**src/sv/hsv2rgb_pkg.sv**
```systemverilog
package hsv2rgb_pkg;

    // Width of the hue field and number of fraction bits inside it.
    localparam int HUE_W         = 11;
    localparam int HUE_FRAC_BITS = 8;

    // Width of s*f and s*(F-f) before the fraction is dropped.
    localparam int PROD_W = 8 + HUE_FRAC_BITS + 1;

    // F = 2^HUE_FRAC_BITS, one full sector of hue.
    localparam logic [HUE_FRAC_BITS:0] HUE_ONE = {1'b1, {HUE_FRAC_BITS{1'b0}}};

    // Hue sectors of the six-sector color wheel.
    localparam logic [2:0] SEC_RED_YEL = 3'd0;
    localparam logic [2:0] SEC_YEL_GRN = 3'd1;
    localparam logic [2:0] SEC_GRN_CYN = 3'd2;
    localparam logic [2:0] SEC_CYN_BLU = 3'd3;
    localparam logic [2:0] SEC_BLU_MAG = 3'd4;
    localparam logic [2:0] SEC_MAG_RED = 3'd5;
    localparam logic [3:0] SEC_COUNT   = 4'd6;

    typedef struct packed {
        logic [HUE_W-1:0] hue;
        logic [7:0]       saturation;
        logic [7:0]       brightness;
    } hsv_pixel_t;

    typedef struct packed {
        logic [7:0] red;
        logic [7:0] green;
        logic [7:0] blue;
    } rgb_pixel_t;

    // Sector field of the hue taken modulo six, one bit at a time from the top.
    // Only the bits above the fraction take part.
    function automatic logic [2:0] sector_of(logic [HUE_W-1:0] hue);
        logic [3:0] rem;
        rem = '0;
        for (int i = HUE_W - 1; i >= 0; i--) begin
            if (i >= HUE_FRAC_BITS) begin
                rem = {rem[2:0], hue[i]};
                if (rem >= SEC_COUNT) begin
                    rem = rem - SEC_COUNT;
                end
            end
        end
        return rem[2:0];
    endfunction

    // Truncating division by 255 for any product of two 8-bit values.
    function automatic logic [7:0] div255(logic [15:0] x);
        logic [16:0] sum;
        sum = 17'(x) + 17'(x[15:8]) + 17'd1;
        return sum[15:8];
    endfunction

endpackage

```
**src/sv/hsv_to_rgb_converter_top.sv**
```systemverilog
// HSV to RGB pixel converter. A pixel transfer on the hsv channel carries a fixed-point
// hue (sector in the bits above the low HUE_FRAC_BITS fraction bits, sectors beyond five
// wrap modulo six), a saturation and a brightness; each one gives exactly one transfer of
// an 8-bit red, green and blue triple on the rgb channel, in order. The block is a
// four-stage pipeline: fraction products, brightness products, division by 255, and
// sector selection into the output register. It takes one pixel every clock cycle while
// hsv_stall is low, and each pixel passes stages one, two and three and then the output
// register in order. Both channels use valid and stall; a stall from the rgb side holds only
// the stages that are full, so empty stages keep filling and no pixel is lost or repeated.
// There are no registers to program and no state carried from one pixel to the next.
module hsv_to_rgb_converter_top (
    input  logic                    clk,
    input  logic                    rst_n,
    input  logic                    hsv_valid,
    output logic                    hsv_stall,
    input  hsv2rgb_pkg::hsv_pixel_t hsv,
    output logic                    rgb_valid,
    input  logic                    rgb_stall,
    output hsv2rgb_pkg::rgb_pixel_t rgb
);
    import hsv2rgb_pkg::*;

    // Stage one: saturation times the hue fraction and its complement.
    logic                     s1_valid_reg;
    logic [7:0]               s1_v_reg;
    logic [7:0]               s1_kp_reg;
    logic [PROD_W-1:0]        s1_sq_reg;
    logic [PROD_W-1:0]        s1_st_reg;
    logic [2:0]               s1_sect_reg;

    // Stage two: brightness times the three scale factors.
    logic                     s2_valid_reg;
    logic [7:0]               s2_v_reg;
    logic [2:0]               s2_sect_reg;
    logic [15:0]              s2_xp_reg;
    logic [15:0]              s2_xq_reg;
    logic [15:0]              s2_xt_reg;

    // Stage three: the four candidate channel levels.
    logic                     s3_valid_reg;
    logic [7:0]               s3_z_reg;
    logic [7:0]               s3_p_reg;
    logic [7:0]               s3_q_reg;
    logic [7:0]               s3_t_reg;
    logic [2:0]               s3_sect_reg;

    // Output register.
    logic                     rgb_valid_reg;
    rgb_pixel_t               rgb_reg;
    rgb_pixel_t               rgb_next;

    // A stage advances when it is empty or the stage after it advances, so a
    // stall holds only the full part of the pipeline.
    logic rgb_adv, s3_adv, s2_adv, s1_adv;

    assign rgb_adv   = !rgb_valid_reg || !rgb_stall;
    assign s3_adv    = !s3_valid_reg || rgb_adv;
    assign s2_adv    = !s2_valid_reg || s3_adv;
    assign s1_adv    = !s1_valid_reg || s2_adv;
    assign hsv_stall = !s1_adv;

    // Stage one combinational work.
    logic [HUE_FRAC_BITS-1:0] frac;
    logic [HUE_FRAC_BITS:0]   frac_comp;

    assign frac      = HUE_FRAC_BITS'(hsv.hue);
    assign frac_comp = HUE_ONE - {1'b0, frac};

    // Stage two combinational work: scale factors with the fraction dropped.
    logic [7:0] kq, kt;

    assign kq = 8'd255 - 8'(s1_sq_reg >> HUE_FRAC_BITS);
    assign kt = 8'd255 - 8'(s1_st_reg >> HUE_FRAC_BITS);

    // Valid bits.
    always_ff @(posedge clk or negedge rst_n) begin
        if (!rst_n) begin
            s1_valid_reg  <= 1'b0;
            s2_valid_reg  <= 1'b0;
            s3_valid_reg  <= 1'b0;
            rgb_valid_reg <= 1'b0;
        end else begin
            if (s1_adv) begin
                s1_valid_reg <= hsv_valid;
            end
            if (s2_adv) begin
                s2_valid_reg <= s1_valid_reg;
            end
            if (s3_adv) begin
                s3_valid_reg <= s2_valid_reg;
            end
            if (rgb_adv) begin
                rgb_valid_reg <= s3_valid_reg;
            end
        end
    end

    // Payload registers. Zero saturation needs no special path: all three
    // factors become 255 and every channel comes out at the brightness.
    always_ff @(posedge clk) begin
        if (s1_adv && hsv_valid) begin
            s1_v_reg    <= hsv.brightness;
            s1_kp_reg   <= 8'd255 - hsv.saturation;
            s1_sq_reg   <= PROD_W'(hsv.saturation) * PROD_W'(frac);
            s1_st_reg   <= PROD_W'(hsv.saturation) * PROD_W'(frac_comp);
            s1_sect_reg <= sector_of(hsv.hue);
        end
        if (s2_adv && s1_valid_reg) begin
            s2_v_reg    <= s1_v_reg;
            s2_sect_reg <= s1_sect_reg;
            s2_xp_reg   <= 16'(s1_v_reg) * 16'(s1_kp_reg);
            s2_xq_reg   <= 16'(s1_v_reg) * 16'(kq);
            s2_xt_reg   <= 16'(s1_v_reg) * 16'(kt);
        end
        if (s3_adv && s2_valid_reg) begin
            s3_z_reg    <= s2_v_reg;
            s3_p_reg    <= div255(s2_xp_reg);
            s3_q_reg    <= div255(s2_xq_reg);
            s3_t_reg    <= div255(s2_xt_reg);
            s3_sect_reg <= s2_sect_reg;
        end
        if (rgb_adv && s3_valid_reg) begin
            rgb_reg <= rgb_next;
        end
    end

    // Standard six-sector table.
    always_comb begin
        case (s3_sect_reg)
            SEC_RED_YEL: rgb_next = '{red: s3_z_reg, green: s3_t_reg, blue: s3_p_reg};
            SEC_YEL_GRN: rgb_next = '{red: s3_q_reg, green: s3_z_reg, blue: s3_p_reg};
            SEC_GRN_CYN: rgb_next = '{red: s3_p_reg, green: s3_z_reg, blue: s3_t_reg};
            SEC_CYN_BLU: rgb_next = '{red: s3_p_reg, green: s3_q_reg, blue: s3_z_reg};
            SEC_BLU_MAG: rgb_next = '{red: s3_t_reg, green: s3_p_reg, blue: s3_z_reg};
            default:     rgb_next = '{red: s3_z_reg, green: s3_p_reg, blue: s3_q_reg};
        endcase
    end

    assign rgb_valid = rgb_valid_reg;
    assign rgb       = rgb_reg;

    // The grey floor p never exceeds the ramps, and no ramp exceeds the brightness.
    a_level_order: assert property (@(posedge clk) disable iff (!rst_n)
        s3_valid_reg |-> (s3_p_reg <= s3_q_reg) && (s3_p_reg <= s3_t_reg) &&
                         (s3_q_reg <= s3_z_reg) && (s3_t_reg <= s3_z_reg))
        else $error("channel levels out of order in stage three");

    // A held stage three keeps its pixel until the output takes it.
    a_s3_hold: assert property (@(posedge clk) disable iff (!rst_n)
        (s3_valid_reg && !s3_adv) |=> s3_valid_reg && $stable(s3_p_reg) &&
                                      $stable(s3_q_reg) && $stable(s3_t_reg) &&
                                      $stable(s3_sect_reg))
        else $error("stalled stage three lost its pixel");

    // Every accepted pixel lands in stage one.
    a_enter: assert property (@(posedge clk) disable iff (!rst_n)
        (hsv_valid && !hsv_stall) |=> s1_valid_reg)
        else $error("accepted pixel did not enter the pipeline");

endmodule
```
**config.mk**
```make
export PLATFORM = sky130hd
export DESIGN_NAME = hsv_to_rgb_converter_top
export DESIGN_NICKNAME = d
export VERILOG_FILES = /design/src/sv/hsv2rgb_pkg.sv /design/src/sv/hsv_to_rgb_converter_top.sv
export SDC_FILE = /design/constraint.sdc
export NUM_CORES = 1
export LEC_CHECK = 0
export ABC_CLOCK_PERIOD_IN_PS = 12340
export BUFFER_PORTS_ARGS = -buffer_cell sky130_fd_sc_hd__buf_2
export CAP_MARGIN = 20
export CELL_PAD_IN_SITES_DETAIL_PLACEMENT = 1
export CELL_PAD_IN_SITES_GLOBAL_PLACEMENT = 2
export CORE_MARGIN = 2
export CORE_UTILIZATION = 46
export CTS_BUF_LIST = sky130_fd_sc_hd__clkbuf_16
export DETAILED_ROUTE_END_ITERATION = 16
export PLACE_DENSITY_LB_ADDON = 0.1
export SETUP_SLACK_MARGIN = 0.1
export SYNTH_ARGS = -nofsm -noshare
export SYNTH_HDL_FRONTEND = slang
export SYNTH_SLANG_ARGS = --single-unit
```
**constraint.sdc**
```tcl
create_clock -name clk -period 12.34 [get_ports clk]
set_clock_uncertainty 0.2 [all_clocks]
set_input_delay 0.617 -clock clk [delete_from_list [all_inputs] [get_ports clk]]
set_output_delay 0.617 -clock clk [all_outputs]
set_load 0.01 [all_outputs]
```
==> results.json, run 1 <==
{
  "worstPathRequired_ns": 12.34,
  "ir_drop_mv": 0.204,
  "die_w_um": 195,
  "vias": 11300,
  "clock_path_buffers": 2,
  "ys_ff_latch": 157,
  "largest_reg_flops": 24,
  "crit_path_cell_trace": "buf_2, inv_1, ha_1, nand2_1, or3_1, xor2_1, nand2_1, fa_1, inv_1, fa_1, fa_1, inv_1, fa_1, inv_1, ha_1, and3_1, nand3_1, nand3_1, a31o_2, a21oi_1, xnor2_1",
  "numCtsBuffers": 17,
  "avgSynthCellArea_um2": 10.4,
  "path_clk_slew_ns": 0.08,
  "die_y_um": 195,
  "cp.arrival_ns": 5.71,
  "dp_hpwl_mm": 30.1,
  "syn-num-nets": 2028,
  "insertion_delay_ns": 0.44,
  "drc": 0,
  "reg2reg_slack_ns": 6.85,
  "rr_worst_depth": 14,
  "r2r-start": "s1_v_reg[2]",
  "synth_edf_count": 153,
  "antenna_left": 0,
  "start_util": 0.464,
  "grt_pass1_vias": 12400,
  "tns_ns": 0,
  "gp_congestion": 0.819,
  "rsz0062_at_grt": "false",
  "area_growth_pct": 8.39,
  "cts.sinks": 157,
  "nets": 2066,
  "status": "finished clean",
  "syn_area_um2": 16800,
  "cap_violations": 0,
  "hold_path_class": "in2reg",
  "max-slew-margin-rel": 0.292,
  "root_buffer": "clkbuf_16",
  "ys_warn_count": 0,
  "total_power_mw": 5.29,
  "die_area_um2": 38100,
  "drive_above_1_share": 0.0802,
  "cts_tree": "built",
  "grtUsageTotal": 0.214,
  "synthesis.instances": 1619,
  "synth_ff_type": "edfxtp_1",
  "yosysUniqueCellTypes": 60,
  "overflow": 0,
  "whs_path_depth": 1,
  "tightest_slew_ns": 1.06,
  "cts_htree_levels": 4,
  "ys_seq_area_frac": 0.279,
  "core_area_um2": 36300,
  "antenna_cells": 0,
  "antenna_found_initial": 0,
  "grt_max_degree": 60,
  "min_period_ns": 5.71,
  "post-cts-setup-buffer-count": 0,
  "crit_type": "in2reg",
  "rows": 70,
  "p_per_area_nw_per_um2": 290,
  "holdPathEnd": "s1_v_reg[7]",
  "hold_start": "hsv[7]",
  "timing.final.crit_share": 0.462,
  "cpMaxStageDelayCell": "xor2_1",
  "grt_pass1_wl_mm": 64.4,
  "vias_per_cell": 5.26,
  "crit_path_max_incr_delay_ns": 0.57,
  "maxSlewViolCount": 0,
  "rr_endpoint": "s2_xp_reg[15]",
  "worstSetupStartpointType": "input port",
  "drt-wirelength-per-cell_um": 17.9,
  "power_leakage_nw": 8.40,
  "drt_first_iter_violations": 335,
  "finalHoldViolCount": 0,
  "cp_num_buf_inv": 5,
  "drt_pre_antenna_iters": 5,
  "crit_path_end_kind": "flop",
  "portBuffers": 56,
  "fmax_mhz": 175,
  "utilization": 0.503,
  "synthArstFlopShare": 0.0255,
  "critPathMaxFanout": 8,
  "setup_viol": 0,
  "routed_wl_mm": 38.3,
  "io_pins": 57,
  "cpLargestDelayFamily": "adder cells"
}
## layout make-up
class	count	area (um^2)
Inverter	252	946
Clock buffer	17	425
Timing Repair Buffer	69	380
Tap cell	468	586
Sequential cell	157	4690
Multi-Input combinational cell	1160	11000
Fill cell	4019	18000
Clock inverter	15	196
## synth_stat cells (all sizes together) (17+ instances only)
library cell / instances / area share
and2: 94 / 0.035
nor2: 76 / 0.017
nor2b: 73 / 0.028
xor2: 17 / 0.0089
edfxtp: 153 / 0.27
a21oi: 70 / 0.022
ha: 195 / 0.15
xnor2: 59 / 0.031
nand2: 113 / 0.025
fa: 183 / 0.22
mux2i: 24 / 0.014
inv: 252 / 0.056
clkbuf: 41 / 0.0092
nand2b: 76 / 0.028
o21ai: 30 / 0.0089
nand3: 17 / 0.0051
## how the worst max path moves through the flow
stage | to | cells after the start | from
after floorplan | s1_st_reg[15] | 21 | hsv[16]
after global placement | s1_st_reg[15] | 21 | hsv[17]
after detailed placement | s1_st_reg[15] | 21 | hsv[17]
after CTS | s1_st_reg[15] | 21 | hsv[17]
after global routing | s1_st_reg[15] | 21 | hsv[16]
final | s1_st_reg[15] | 21 | hsv[16]
## per-layer routing
metal / vias up / routed length [um] / track usage
met2: 132 / 19600 / 0.391
met5: - / 0 / 0
met4: 0 / 830 / 0.0630
met1: 5693 / 17000 / 0.267
li1: 5384 / - / -
met3: 42 / 783 / 0.0240
## logic make-up (layout without fill, tap and decap cells)
| group | after synthesis | after routing | share of synthesized area |
|---|---|---|---|
| and+or+nand+nor | 494 | 494 | 0.156 |
| xor gates and xnor gates | 76 | 76 | 0.0396 |
| buffers and inverters | 302 | 353 | 0.0676 |
| DFF | 157 | 157 | 0.279 |
| AOI/OAI and AO/OA | 180 | 180 | 0.0749 |
| muxes | 32 | 32 | 0.0196 |
| adders and majority gates | 378 | 378 | 0.363 |
## per-stage QoR
stage	worst slack [ns]	area, um^2	hold slack [ns]	cells
6_report	6.63	18200	0.149	2138
5_1_grt	6.29	18200	0.131	2138
4_1_cts	6.60	18200	0.130	2138
3_5_place_dp	6.13	17600	0.206	2105
3_3_place_gp	6.25	17600	0.201	2105
2_1_floorplan	6.84	16800	0.121	1619
## cell usage in the layout, fill, tap and decap left out, types with 17 or more instances in the layout
cell type,netlist,routed
inv_1,251,251
ha_1,195,195
fa_1,183,183
edfxtp_1,153,153
nand2_1,113,113
and2_1,94,92
nand2b_1,76,76
nor2_1,75,75
nor2b_1,72,71
a21oi_1,65,65
xnor2_1,59,59
buf_2,2,56
o21ai_0,28,28
mux2i_1,24,24
nand3_1,17,17
xor2_1,17,17
clkbuf_16,0,17
## power breakdown
| group | switching (mW) | internal (mW) |
|---|---|---|
| Clock | 0.258 | 0.293 |
| Combinational | 1.97 | 1.60 |
| Sequential | 0.177 | 0.990 |
| Total | 2.40 | 2.88 |
## timing repair
item / 4_1_cts / 5_1_grt
hold buffers: 1 / 0
hold endpoints to repair: 4 / 0
resized for setup: 0 / 0
No activity file was read; power rests on OpenSTA's default activity.
==> inputs of run 2 (changes only) <==
- ABC_AREA: unset -> 1
- ABC_CLOCK_PERIOD_IN_PS: 12340 -> 5200
- CORE_UTILIZATION: 46 -> 36
- clock period: 12.34 -> 5.2 ns (I/O delays scaled with it)
==> run 2 against run 1 <==
Net effect:
- sequential share of layout area fell by 1.9 points
- highest routed layer unchanged
- power rose by 150%
- register-to-register slack got worse by 6.4 ns
==> results.json, run 2 <==
{
  "die_y_um": 226,
  "power_leakage_nw": 10.5,
  "tightest_slew_ns": 0.922,
  "cts_htree_levels": 4,
  "antenna_left": 0,
  "pre_cts_ws_ns": 0.150,
  "post-cts-setup-buffer-count": 0,
  "ys_ff_latch": 157,
  "drt_first_iter_violations": 529,
  "start_util": 0.365,
  "grt_pass1_wl_mm": 77.4,
  "tns_ns": 0,
  "io_pins": 57,
  "synth_edf_count": 153,
  "insertion_delay_ns": 0.46,
  "core_area_um2": 48800,
  "grtUsageTotal": 0.193,
  "vias": 13900,
  "synth_commonest_cells": "nand2_1 (571), inv_1 (468), ha_1 (195)",
  "yosysTopAreaCell": "edfxtp_1",
  "worstSetupStartpointType": "flop",
  "vias_per_cell": 4.77,
  "nets": 2655,
  "min_period_ns": 4.73,
  "internal_power_mw": 6.44,
  "drt_pre_antenna_iters": 5,
  "numCtsBuffers": 17,
  "finalHoldViolCount": 0,
  "synthArstFlopShare": 0.0255,
  "avgSynthCellArea_um2": 8.20,
  "antenna_cells": 0,
  "ctsResizeCount": 0,
  "die_w_um": 226,
  "area_growth_pct": 10.7,
  "overflow": 0,
  "synth.most_common_cell": "nand2_1",
  "grt_pass1_vias": 15100,
  "swShare": 0.511,
  "portBuffers": 56,
  "antenna_found_initial": 0,
  "layout_common_cells": "nand2_1 (571), inv_1 (468), ha_1 (195)",
  "synth_area_leaders": "edfxtp_1 (26%), fa_1 (21%), ha_1 (14%)",
  "cp.arrival_ns": 4.72,
  "synthesis.instances": 2171,
  "root_buffer": "clkbuf_16",
  "cts_tree": "built",
  "ys_warn_count": 0,
  "die_area_um2": 51300,
  "p_clk_frac": 0.096,
  "layout_commonest_cell": "nand2_1",
  "grt_max_degree": 60,
  "clock_path_buffers": 2,
  "status": "finished clean",
  "p_sw_mw": 6.72,
  "rows": 81,
  "largest_reg_flops": 24,
  "seqPwrFrac": 0.211,
  "critPathMaxFanout": 10,
  "max-slew-margin-rel": 0.385,
  "yosysUniqueCellTypes": 44,
  "drt-wirelength-per-cell_um": 16.0,
  "drive_above_1_share": 0.0606,
  "postCtsHoldBufs": 16,
  "synth_top_area_share": 0.258,
  "timing.final.crit_share": 0.910,
  "fmax_mhz": 211,
  "setup_slack_ns": 0.469,
  "cts.sinks": 157,
  "gp_congestion": 0.861,
  "combPwrFrac": 0.693,
  "crit_type": "reg2reg",
  "maxSlewViolCount": 0,
  "drc": 0,
  "ys_seq_area_frac": 0.264,
  "cap_violations": 0,
  "worstPathRequired_ns": 5.19,
  "setup_viol": 0,
  "rsz0062_at_grt": "false",
  "synth_ff_type": "edfxtp_1",
  "routed_wl_mm": 46.9,
  "ir_drop_mv": 0.376,
  "p_per_area_nw_per_um2": 667,
  "path_clk_slew_ns": 0.08,
  "syn-num-nets": 2580,
  "crit_path_end_kind": "flop",
  "syn_area_um2": 17800,
  "dp_hpwl_mm": 39.1,
  "hold_path_class": "in2reg"
}
## run 2: changes by cell type after synthesis, moves of 24 or more
| cell | previous run | this run |
|---|---|---|
| mux2i_1 | 24 | 0 |
| xnor2_1 | 59 | 10 |
| nor2_1 | 75 | 189 |
| nand3_1 | 17 | 83 |
| nand2b_1 | 76 | 0 |
| nand2_1 | 113 | 571 |
| and2_1 | 94 | 3 |
| nor2b_1 | 72 | 0 |
| inv_1 | 251 | 468 |
## run 2: cells by family (layout without fill, tap and decap cells)
group | Yosys count | in the layout | synth area share
xor+xnor | 33 | 33 | 0.0173
simple gates | 904 | 904 | 0.206
fa+ha+maj | 378 | 378 | 0.343
compound gates | 181 | 181 | 0.0591
buf+inv | 518 | 606 | 0.111
flops | 157 | 157 | 0.264
## run 2: power groups by stage
stage | clock, mW | combinational, mW | sequential (mW)
after floorplan | 0 | 6.95 | 2.58
after global placement | 0 | 9.02 | 2.80
after detailed placement | 0 | 9.26 | 2.81
after CTS | 1.31 | 9.35 | 2.78
after global routing | 1.35 | 10.8 | 2.81
final | 1.27 | 9.12 | 2.77
## run 2: layer usage
layer | vias to the layer above | global-route usage | part of all wire
met5 | - | 0 | 0
met4 | 0 | 0.0607 | 0.022
met3 | 51 | 0.0149 | 0.017
met2 | 153 | 0.352 | 0.50
met1 | 6826 | 0.241 | 0.46
li1 | 6906 | - | -
## run 2: critical path, cell delays in order (launching register included)
cell and delay, ns:
edfxtp_1 0.72, nand2_1 0.16, fa_1 0.54, inv_1 0.05, fa_1 0.47, fa_1 0.55
inv_1 0.06, fa_1 0.53, inv_1 0.04, ha_1 0.35, nand2_1 0.09, or2_2 0.30
nand3_1 0.14, nand2_1 0.09, nand3_1 0.07, nand2_1 0.10
## run 2: final cells by class
cell class              instances  area (um^2)
fillers                      5908        29100
multi-input cells            1496        11200
flip-flops and latches        157         4690
inverters                     476         1790
well taps                     664          831
repair buffers                 98          656
clock buffers                  17          425
clock inverters                15          171
## run 2: final timing paths
check	end	startpoint	depth (start not counted)	slack, ns
worst max-delay path	s2_xp_reg[14]	s1_v_reg[3]	15	0.47
worst min-delay path	s1_kp_reg[1]	hsv[9]	2	0.12
worst max register to register	s2_xp_reg[14]	s1_v_reg[3]	15	0.47
worst min register to register	s3_z_reg[2]	s2_v_reg[2]	0	0.22
max in group asynchronous	s3_valid_reg	rst_n	3	4.12
min in group asynchronous	s1_valid_reg	rst_n	3	0.50
## run 2: metrics by stage
step	instance area (um^2)	utilization	total power, mW	instances	hold WS [ns]
global route	19700	0.404	14.9	2923	0.131
detailed placement	19000	0.388	12.1	2875	-0.124
CTS	19700	0.404	13.4	2923	0.0916
global placement	18900	0.388	11.8	2874	-0.127
floorplan	17800	-	9.54	2171	-0.236
finish	19700	0.404	13.2	2923	0.119
==> inputs of run 3 (changes only) <==
- BUFFER_PORTS_ARGS: -buffer_cell sky130_fd_sc_hd__buf_2 -> -buffer_cell sky130_fd_sc_hd__buf_4
- SETUP_SLACK_MARGIN: 0.1 -> 0.15
==> run 3 against run 2 <==
Net effect:
- cell area up 0.69%
- non-clock buffer count down 3
- power up 0.22%
- worst setup slack worse by 0.028 ns
- critical path depth unchanged
- sequential cell count unchanged
- register-to-register slack worse by 0.03 ns
==> results.json, run 3 (synthesized netlist as in run 2, its figures left out) <==
{
  "path_clk_slew_ns": 0.07,
  "p_per_area_nw_per_um2": 664,
  "grt_max_degree": 41,
  "layout_common_cells": "nand2_1 (571), inv_1 (469), ha_1 (195)",
  "tns_ns": 0,
  "start_util": 0.365,
  "cap_violations": 0,
  "hold_path_class": "in2reg",
  "cpLargestDelayFamily": "adder cells",
  "cpMaxStageDelayCell": "edfxtp_1",
  "overflow": 0,
  "status": "finished clean",
  "grtUsageTotal": 0.193,
  "area_growth_pct": 11.5,
  "cp_num_buf_inv": 3,
  "min_period_ns": 4.76,
  "nets": 2652,
  "crit_path_end_kind": "flop",
  "dp_hpwl_mm": 39.2,
  "portBuffers": 56,
  "numCtsBuffers": 17,
  "rsz0062_at_grt": "false",
  "maxSlewViolCount": 0,
  "post-cts-setup-buffer-count": 0,
  "postCtsHoldBufs": 16,
  "cts_htree_levels": 4,
  "tightest_slew_ns": 0.934,
  "cts_tree": "built",
  "timing.final.crit_share": 0.915,
  "ctsResizeCount": 0,
  "layout_commonest_cell": "nand2_1",
  "crit_type": "reg2reg",
  "critPathMaxFanout": 13,
  "worstSetupStartpointType": "flop",
  "crit_path_cell_trace": "inv_1, nor2_1, fa_1, inv_1, fa_1, fa_1, inv_1, fa_1, ha_1, nand2_1, or2_2, nand3_1, nand2_1, nand3_1, nand2_1",
  "cts.sinks": 157,
  "grt_pass1_wl_mm": 77.6,
  "crit_path_max_incr_delay_ns": 0.80,
  "die_y_um": 226,
  "cp.arrival_ns": 4.77,
  "routed_wl_mm": 46.9,
  "insertion_delay_ns": 0.45,
  "drt-wirelength-per-cell_um": 16.1,
  "die_area_um2": 51300,
  "drt_pre_antenna_iters": 5,
  "vias": 14000,
  "root_buffer": "clkbuf_16",
  "power_leakage_nw": 10.5,
  "drc": 0,
  "rows": 81,
  "antenna_left": 0,
  "cp_common_cell": "fa_1",
  "grt_pass1_vias": 15200,
  "io_pins": 57,
  "clock_path_buffers": 2,
  "die_w_um": 226,
  "fmax_mhz": 210,
  "worstPathRequired_ns": 5.21,
  "antenna_cells": 0,
  "drive_above_1_share": 0.0590,
  "finalHoldViolCount": 0,
  "ir_drop_mv": 0.421,
  "fill_cells": 5934,
  "gp_congestion": 0.852,
  "max-slew-margin-rel": 0.377,
  "hold_ws_ns": 0.0933,
  "antenna_found_initial": 0,
  "vias_per_cell": 4.81,
  "largest_reg_flops": 24,
  "drt_first_iter_violations": 530,
  "core_area_um2": 48800,
  "setup_viol": 0
}
-- run 3: cell types whose count changed in the layout (fill, tap and decap cells not counted), sizes merged --
cell / before / now
buf: 82 / 79
clkinv: 11 / 8
clkinvlp: 1 / 4
bufinv: 0 / 2
inv: 479 / 477
-- run 3: per-layer routing --
layer	global-route usage	wire length, um	vias to the layer above
li1	-	-	6899
met1	0.236	21000	6942
met2	0.355	23900	155
met3	0.0198	1010	45
met4	0.0626	981	0
met5	0	0	-
-- run 3: report_power, final --
part / internal, mW / leakage (nW) / total [mW] / switching [mW]
combinational: 3.50 / 8.70 / 9.13 / 5.64
sequential: 2.32 / 1.54 / 2.78 / 0.457
clock: 0.713 / 0.278 / 1.28 / 0.565
total: 6.53 / 10.5 / 13.2 / 6.66
-- run 3: worst paths after layout --
path / start / to / slack, ns / cells after the start
worst max-delay path: s1_v_reg[3] / s2_xq_reg[14] / 0.44 / 15
worst min-delay path: hsv[9] / s1_kp_reg[1] / 0.09 / 2
worst max register to register: s1_v_reg[3] / s2_xq_reg[14] / 0.44 / 15
worst min register to register: s2_v_reg[2] / s3_z_reg[2] / 0.22 / 0
max in group asynchronous: rst_n / rgb_valid / 4.12 / 3
min in group asynchronous: rst_n / s2_valid_reg / 0.51 / 3
-- run 3: through the flow --
| step | worst slack [ns] | util | cells | power (mW) | cell area (um^2) |
|---|---|---|---|---|---|
| CTS | 0.429 | 0.406 | 2919 | 13.4 | 19800 |
| global route | 0.169 | 0.406 | 2920 | 14.9 | 19900 |
| finish | 0.441 | 0.406 | 2920 | 13.2 | 19900 |
| global placement | 0.294 | 0.390 | 2870 | 11.8 | 19100 |
| detailed placement | 0.162 | 0.391 | 2871 | 12.0 | 19100 |
| floorplan | 0.639 | - | 2171 | 9.54 | 17800 |
-- run 3: final cells by class --
| cell class | count | area [um^2] | share of cell area |
|---|---|---|---|
| Multi-Input combinational cell | 1496 | 11200 | 0.562 |
| Sequential cell | 157 | 4690 | 0.236 |
| Inverter | 476 | 1790 | 0.0901 |
| Tap cell | 664 | 831 | 0.0418 |
| Timing Repair Buffer | 95 | 798 | 0.0402 |
| Clock buffer | 17 | 425 | 0.0214 |
| Clock inverter | 15 | 164 | 0.00826 |
-- run 3: worst reg2reg max path, cell delays in order (launching register included) --
cell      delay [ns]
edfxtp_1        0.80
inv_1           0.28
nor2_1          0.21
fa_1            0.42
inv_1           0.09
fa_1            0.43
fa_1            0.49
inv_1           0.05
fa_1            0.43
ha_1            0.38
nand2_1         0.10
or2_2           0.30
nand3_1         0.13
nand2_1         0.09
nand3_1         0.08
nand2_1         0.06
